### src/hw/rtl/pbc_pkg.sv
// Shared types and default sizes for the polygon box-center and perimeter block.
package pbc_pkg;

    localparam int COORD_WIDTH_DEF = 24;
    localparam int PERIM_WIDTH_DEF = 40;
    // root width for a coordinate difference of COORD_WIDTH_DEF + 1 bits
    localparam int ROOT_WIDTH_DEF  = COORD_WIDTH_DEF + 1;

    typedef enum logic [2:0] {
        ST_IDLE,
        ST_SQUARE,
        ST_SUM,
        ST_FEED,
        ST_FEED_CLOSE,
        ST_DRAIN,
        ST_EMIT
    } t_state;

endpackage

### src/hw/rtl/pbc_sqrt_cell.sv
// One cell of the square root chain: settles one root bit per item and passes it on.
module pbc_sqrt_cell #(
    parameter int ROOT_W = pbc_pkg::ROOT_WIDTH_DEF
) (
    input  logic                  i_clk,
    input  logic                  i_rst_n,
    input  logic                  i_valid,
    input  logic [ROOT_W+1:0]     i_rem,
    input  logic [ROOT_W-1:0]     i_root,
    input  logic [2*ROOT_W-1:0]   i_rad,
    output logic                  o_valid,
    output logic [ROOT_W+1:0]     o_rem,
    output logic [ROOT_W-1:0]     o_root,
    output logic [2*ROOT_W-1:0]   o_rad
);

    logic [ROOT_W+1:0]   w_rem_sh;
    logic [ROOT_W+1:0]   w_trial;
    logic                w_fits;
    logic [ROOT_W+1:0]   n_rem;
    logic [ROOT_W-1:0]   n_root;
    logic [2*ROOT_W-1:0] n_rad;
    logic                r_valid;
    logic [ROOT_W+1:0]   r_rem;
    logic [ROOT_W-1:0]   r_root;
    logic [2*ROOT_W-1:0] r_rad;

    // bring down the next two radicand bits and try a one in this root place
    always_comb begin
        w_rem_sh = {i_rem[ROOT_W-1:0], i_rad[2*ROOT_W-1 -: 2]};
        w_trial  = {i_root, 2'b01};
        w_fits   = (w_rem_sh >= w_trial);
        n_rem    = w_fits ? (w_rem_sh - w_trial) : w_rem_sh;
        n_root   = {i_root[ROOT_W-2:0], w_fits};
        n_rad    = {i_rad[2*ROOT_W-3:0], 2'b00};
    end

    always_ff @(posedge i_clk) begin
        if (!i_rst_n) begin
            r_valid <= 1'b0;
        end else begin
            r_valid <= i_valid;
        end
    end

    always_ff @(posedge i_clk) begin
        r_rem  <= n_rem;
        r_root <= n_root;
        r_rad  <= n_rad;
    end

    assign o_valid = r_valid;
    assign o_rem   = r_rem;
    assign o_root  = r_root;
    assign o_rad   = r_rad;

endmodule

### src/hw/rtl/pbc_sqrt_chain.sv
// Row of ROOT_W square root cells giving the floor root of a radicand.
module pbc_sqrt_chain #(
    parameter int ROOT_W = pbc_pkg::ROOT_WIDTH_DEF
) (
    input  logic                  i_clk,
    input  logic                  i_rst_n,
    input  logic                  i_valid,
    input  logic [2*ROOT_W-1:0]   i_rad,
    output logic                  o_valid,
    output logic [ROOT_W-1:0]     o_root
);

    logic                w_valid [0:ROOT_W];
    logic [ROOT_W+1:0]   w_rem   [0:ROOT_W];
    logic [ROOT_W-1:0]   w_root  [0:ROOT_W];
    logic [2*ROOT_W-1:0] w_rad   [0:ROOT_W];

    assign w_valid[0] = i_valid;
    assign w_rem[0]   = '0;
    assign w_root[0]  = '0;
    assign w_rad[0]   = i_rad;

    for (genvar g = 0; g < ROOT_W; g++) begin : g_cell
        pbc_sqrt_cell #(
            .ROOT_W (ROOT_W)
        ) u_cell (
            .i_clk   (i_clk),
            .i_rst_n (i_rst_n),
            .i_valid (w_valid[g]),
            .i_rem   (w_rem[g]),
            .i_root  (w_root[g]),
            .i_rad   (w_rad[g]),
            .o_valid (w_valid[g+1]),
            .o_rem   (w_rem[g+1]),
            .o_root  (w_root[g+1]),
            .o_rad   (w_rad[g+1])
        );
    end

    assign o_valid = w_valid[ROOT_W];
    assign o_root  = w_root[ROOT_W];

endmodule

### config.mk
export PLATFORM = sky130hd
export DESIGN_NAME = pbc_sqrt_chain
export DESIGN_NICKNAME = d
export VERILOG_FILES = /design/src/hw/rtl/pbc_pkg.sv /design/src/hw/rtl/pbc_sqrt_cell.sv /design/src/hw/rtl/pbc_sqrt_chain.sv
export SDC_FILE = /design/constraint.sdc
export NUM_CORES = 2
export LEC_CHECK = 0
export ABC_CLOCK_PERIOD_IN_PS = 5500
export BUFFER_PORTS_ARGS = -buffer_cell sky130_fd_sc_hd__buf_2
export CAP_MARGIN = 20
export CORE_MARGIN = 1
export CORE_UTILIZATION = 50
export CTS_BUF_LIST = sky130_fd_sc_hd__clkbuf_16
export CTS_CLUSTER_DIAMETER = 60
export DETAILED_ROUTE_END_ITERATION = 7
export MAX_ROUTING_LAYER = met4
export PLACE_DENSITY_LB_ADDON = 0.2
export SETUP_SLACK_MARGIN = 0.1
export SLEW_MARGIN = 0
export SYNTH_ARGS = -nofsm -noshare
export SYNTH_HDL_FRONTEND = slang
export SYNTH_SLANG_ARGS = --single-unit
### constraint.sdc
create_clock -name i_clk -period 5.5 [get_ports i_clk]
set_clock_uncertainty 0.1 [all_clocks]
set_input_delay 1.1 -clock i_clk [delete_from_list [all_inputs] [get_ports i_clk]]
set_output_delay 1.1 -clock i_clk [all_outputs]
set_load 0.05 [all_outputs]
== Word-level counts from Yosys, hierarchy flattened ==
Index checks and enable logic that the tools add are counted.
Word-level totals
  bits in registers: 1528
  input bits: 53
  output and inout bits: 26
Operators by class
  $add $sub $neg: 24
  magnitude comparators: 25
  mux-type cells: 24
Operator list (number)
  25-bit 2-to-1 mux: 23
  27-bit by 10-bit greater-or-equal comparator with 1-bit output: 1
  27-bit by 11-bit greater-or-equal comparator with 1-bit output: 1
  27-bit by 12-bit greater-or-equal comparator with 1-bit output: 1
  27-bit by 13-bit greater-or-equal comparator with 1-bit output: 1
  27-bit by 14-bit greater-or-equal comparator with 1-bit output: 1
  27-bit by 15-bit greater-or-equal comparator with 1-bit output: 1
  27-bit by 16-bit greater-or-equal comparator with 1-bit output: 1
  27-bit by 17-bit greater-or-equal comparator with 1-bit output: 1
  27-bit by 18-bit greater-or-equal comparator with 1-bit output: 1
  27-bit by 19-bit greater-or-equal comparator with 1-bit output: 1
  27-bit by 20-bit greater-or-equal comparator with 1-bit output: 1
  27-bit by 21-bit greater-or-equal comparator with 1-bit output: 1
  27-bit by 22-bit greater-or-equal comparator with 1-bit output: 1
  27-bit by 23-bit greater-or-equal comparator with 1-bit output: 1
  27-bit by 24-bit greater-or-equal comparator with 1-bit output: 1
  27-bit by 25-bit greater-or-equal comparator with 1-bit output: 1
  27-bit by 26-bit greater-or-equal comparator with 1-bit output: 1
  27-bit by 3-bit greater-or-equal comparator with 1-bit output: 1
  27-bit by 4-bit greater-or-equal comparator with 1-bit output: 1
  27-bit by 5-bit greater-or-equal comparator with 1-bit output: 1
  27-bit by 6-bit greater-or-equal comparator with 1-bit output: 1
  27-bit by 7-bit greater-or-equal comparator with 1-bit output: 1
  27-bit by 8-bit greater-or-equal comparator with 1-bit output: 1
  27 further kinds: 27

== Depth between registers and ports, before layout ==
  word-level depth: 2
  depth in mapped cells: 14

== Cells and area by module ==
A second synthesis with hierarchy kept.
Unflattened totals
  cells, all modules: 9660
  area total of the unflattened synthesis: 100516.4 um^2
By module, submodules not included
  pbc_sqrt_cell at g_cell[1].u_cell ...: times used 14, cells each 368, area each 4025.1 um^2, seq. area each 2021.9 um^2
  pbc_sqrt_cell at g_cell[0].u_cell ...: times used 10, cells each 414, area each 4008.8 um^2, seq. area each 2021.9 um^2
  pbc_sqrt_cell at g_cell[19].u_cell: times used 1, cells each 367, area each 4072.7 um^2, seq. area each 2021.9 um^2
  pbc_sqrt_chain: times used 1, cells each 1, area each 3.8 um^2, seq. area each 0.0 um^2

== Least setup slack after synthesis ==
No wires, ideal clock.
  kind: reg2reg
  start: register g_cell[20].u_cell.r_root[0]
  end: register g_cell[21].u_cell.r_rem[24]
  setup time: 0.121 ns
  arrival time: 2.841 ns
  slack: 2.438 ns
  cell stages (with the launch flop): 12
  buffers on the path: 0
  cell sequence: dfxtp_1 inv_1 ha_1 nor2b_1 o21ai_0 o21ai_1 o31a_1 o41ai_2 o31a_1 o21ai_1 a2111oi_0 mux2_2
Between the ends
  longest elaborated chain between the ends: 2
  elaborated cells between the ends (all ways): 3
RTL lines
  start, declared: RTL line pbc_sqrt_cell.sv:25  | logic [ROOT_W-1:0] r_root;
  start signal, assigned: RTL line pbc_sqrt_cell.sv:48  | r_root <= n_root;
  25-bit by 23-bit subtractor with 25-bit output or 27-bit by 23-bit greater-or-equal comparator with 1-bit output (tied branches): RTL line pbc_sqrt_cell.sv:33, pbc_sqrt_cell.sv:32
  25-bit 2-to-1 mux *: RTL line pbc_sqrt_cell.sv:33  | n_rem = w_fits ? (w_rem_sh - w_trial) : w_rem_sh;
  named net g_cell[21].u_cell.n_rem[24]: RTL line pbc_sqrt_cell.sv:20  | logic [ROOT_W+1:0] n_rem;
  end signal, assigned: RTL line pbc_sqrt_cell.sv:47  | r_rem <= n_rem;
  end, declared: RTL line pbc_sqrt_cell.sv:24  | logic [ROOT_W+1:0] r_rem;
Mark *: on every way through the listed nets, which the timed path passes. The rest lies on a longest branch.
A chain may end at the register's enable or synchronous reset.

== Final worst setup path ==
  start: register g_cell[19].u_cell.r_root[1]
  end: register g_cell[20].u_cell.r_rem[24]
Between the ends
  longest elaborated chain between the ends: 2
  elaborated cells between the ends (all ways): 3
RTL lines (RTL line)
  start, declared: pbc_sqrt_cell.sv:25
  start signal, assigned: pbc_sqrt_cell.sv:48
  25-bit by 22-bit subtractor with 25-bit output or 27-bit by 22-bit greater-or-equal comparator with 1-bit output (tied branches): pbc_sqrt_cell.sv:33, pbc_sqrt_cell.sv:32
  25-bit 2-to-1 mux *: pbc_sqrt_cell.sv:33
  named net g_cell[20].u_cell.n_rem[24]: pbc_sqrt_cell.sv:20
  end signal, assigned: pbc_sqrt_cell.sv:47
  end, declared: pbc_sqrt_cell.sv:24
Marked as above.

==> summary.txt <==
Status
  – Status: completed

Pwr
  – VDD IR max: 0.000370 V
  – Total power: around 30 mW
  – Leakage: 29.1 nW
  – Pwr dens: between 400 and 500 nW/um2

Logic synthesis
  – Sequential share of the synthesized area: between 50 and 60%
  – Synthesis Warnings: 0
  – Post-synthesis register bit count: around 1500
  – Post-synth EDFFs: 0
  – Primary FF master, synth: dfxtp_1
  – Syn avg cell area: about 10 um2
  – Ys async rst share: 0%
  – Synth Instances: around 5200
  – Post-synth cell types: 81
  – Netlist Area Pre-Place: between 50000 and 60000 um2
  – Post-Syn Nets: roughly 5600

Cells and area
  – Syn-to-layout area delta: 13.2%
  – Commonest non-fill, non-tap cell in the layout: dfxtp_1
  – Net count, final: about 5800
  – Share of layout cells above drive strength 1: 7.50%
  – Reg area: 30400 um2
  – Fill count: slightly above 9000
  – Final non-filler cell total: between 6000 and 7000
  – Area occupied by multi-input gates: roughly 22000 um2
  – Leading cell types in the layout, fill and taps excluded: dfxtp_1 (1518), inv_1 (476), nand2_1 (395)

Clock network
  – Clock root buffer master: clkbuf_16
  – Clock buffer depth: 3
  – CTS Buf Count: about 150
  – CTS tree: yes
  – Postcts setup bufs: 0
  – CTS sink count: around 1500
  – H-tree Lvls: 4
  – CTS Hold Bufs: 0
  – CTS resizes: 0
  – Clock transition at path regs: roughly 0.060 ns
  – Latest clock arrival within the worst-skew pair: around 0.75 ns

Routing
  – Via count: roughly 35000
  – DR pass1 iterations: 5
  – DRT antenna net count: 0
  – Post-DR wirelength/cell: between 10 and 15 um
  – Initial drt markers: 1860
  – Remaining DRCs: 0
  – Total wire length: slightly above 100 mm
  – Vias/cell: approximately 5

Place
  – Worst slack at placement: ~1.6 ns
  – Inst Count DP: roughly 6700
  – Final HPWL DP: 76.3 mm
  – Port bufs: just under 80
  – Final GP Congestion: ~0.90

Worst hold path
  – Worst Hold Depth: 0
  – Hold wc startpoint: g_cell[6].u_cell.o_rad[15]
  – Worst hold path class: reg2reg
  – Worst Hold Path EP: g_cell[7].u_cell.o_rad[17]

STA
  – Tmin final: slightly below 4 ns
  – Setup ws final: approximately 1.6 ns
  – RSZ-0062 raised after global routing: no
  – Actual slew at the worst max-slew pin: 0.988 ns
  – Max frequency: 0.256 GHz
  – Fin. Hold Viols: 0
  – Final TNS setup: 0 ns
  – Ratio of final minimum period to clock period: roughly 71%
  – Final Slew Violations: 0
  – Slew headroom: approximately 34%
  – Final setup fails: 0

Global routing
  – Grt total ovfl: 0
  – All-layer global routing usage: about a fifth
  – Vias in the first global route: 33900
  – Initial antenna violation count: 0
  – Global-route wire length before repair: around 170 mm
  – Largest net degree at the start of global routing: 46

Run
  – Max cap viols: 0

Worst setup path
  – Critical path required time: slightly above 6 ns
  – FF-to-FF setup slack: approximately 1.6 ns
  – Worst reg2reg path depth: 12
  – Worst r2r dst: g_cell[20].u_cell.o_rem[24]
  – Crit start category: flip-flop
  – Setup crit end kind: flip-flop
  – Arrival time at the worst endpoint: between 4 and 5 ns
  – R2R Path Start: g_cell[19].u_cell.o_root[1]
  – Crit-path max FO: 22
  – Critical path class: reg2reg

Floorplan
  – Die Area: 109000 um2
  – Width of the die: approximately 330 um
  – Core ar.: approximately 110000 um2
  – Io pins: between 70 and 80
  – Starting Density: between 50% and 60%
  – Placement row count: 120
  – Die height: ~330 um
[worst max path at each step]
stage	slack (ns)	to	start	depth (start not counted)
finish	1.60	g_cell[20].u_cell.o_rem[24]	g_cell[19].u_cell.o_root[1]	12
global placement	1.66	g_cell[20].u_cell.o_rem[24]	g_cell[19].u_cell.o_root[1]	12
floorplan	2.44	g_cell[21].u_cell.o_rem[24]	g_cell[20].u_cell.o_root[0]	11
global route	1.31	g_cell[20].u_cell.o_rem[24]	g_cell[19].u_cell.o_root[1]	12
CTS	1.58	g_cell[20].u_cell.o_rem[24]	g_cell[19].u_cell.o_root[1]	12
detailed placement	1.59	g_cell[20].u_cell.o_rem[24]	g_cell[19].u_cell.o_root[0]	12
[cells by family (layout without fill, tap and decap cells)]
family                   after synthesis  in the layout  share of synthesized area [%]
AO/OA/AOI/OAI                        971            971                           11.1
XOR/XNOR                             459            459                           7.43
multiplexers                          61             61                           1.24
AND/OR/NAND/NOR                     1348           1348                           12.2
flip-flops                          1518           1518                           56.2
adder cells (fa/ha/maj)              351            351                           8.12
other                                  1              2                        0.00694
buffers and inverters                524            827                           3.66
[critical path, cell delays in order (launching register included)]
cell and delay (ns):
dfxtp_1 0.35, inv_1 0.05, ha_1 0.34, o21ai_0 0.16, a22oi_1 0.18, a2111oi_0 0.53, a21oi_1 0.19, a41o_1 0.33
a41o_1 0.31, nor2_2 0.56, buf_4 0.35, nor2_1 0.06, mux2_2 0.26
[stage by stage]
stage	utilization, %	area (um2)	hold slack, ns
finish	57.1	61200	0.207
global route	57.1	61200	0.205
CTS	57.1	61200	0.205
detailed placement	52.3	56100	0.212
global placement	52.3	56100	0.209
floorplan	-	54100	0.210
[cell type report]
class	count	share of cell area [%]
Inverter	446	2.74
Clock buffer	155	6.33
Multi-Input combinational cell	3191	35.5
Antenna cell	1	0.00409
Timing Repair Buffer	98	0.922
Clock inverter	128	1.98
Tap cell	1403	2.87
Sequential cell	1518	49.6
[per-layer routing]
layer	wire length [um]	vias up	global-route usage, %	share of wire [%]
li1	-	18100	-	-
met1	46700	16100	23.4	46
met2	49100	574	32.2	48
met3	3840	191	3.29	3.7
met4	2860	0	6.81	2.8
met5	0	-	-	0
[cell usage after synthesis, types with 9 or more instances]
cell type	instances	share of area (%)
or3_1	51	0.59
or2_2	25	0.29
a2111oi_0	10	0.16
nand3_1	77	0.71
o21a_1	54	0.75
nand3b_1	13	0.18
o31ai_1	37	0.51
o21bai_1	22	0.31
xnor2_1	258	4.2
o211ai_1	12	0.17
mux2_2	48	1.0
a31oi_1	36	0.42
nor2b_1	49	0.57
o31a_1	11	0.18
nand4_1	47	0.54
and3_1	26	0.30
inv_1	445	3.1
nor2_1	295	2.0
or4_1	33	0.46
xor2_1	201	3.3
nor4_1	60	0.69
nand2_1	395	2.7
a21o_1	110	1.5
a21oi_1	296	2.7
dfxtp_1	1518	56
o41ai_1	12	0.19
nor3_1	126	1.2
and2_1	46	0.53
ha_1	351	8.1
a211oi_1	21	0.29
o21ai_0	269	2.5
nand2b_1	63	0.73
and4_1	9	0.15
clkbuf_1	73	0.51
mux2i_1	13	0.24
[state kept, by name (all words and copies together) (netlist names)]
| name | count |
|---|---|
| g_cell.u_cell.o_rad | 600 |
| g_cell.u_cell.o_rem | 568 |
| g_cell.u_cell.o_root | 325 |
| g_cell.u_cell.o_valid | 25 |
[power breakdown]
group | switching, mW | total (mW) | internal (mW)
Combinational | 2.90 | 5.29 | 2.39
Sequential | 1.28 | 14.1 | 12.9
Clock | 4.28 | 10.2 | 5.91
Power figures use the tool's default switching activity.
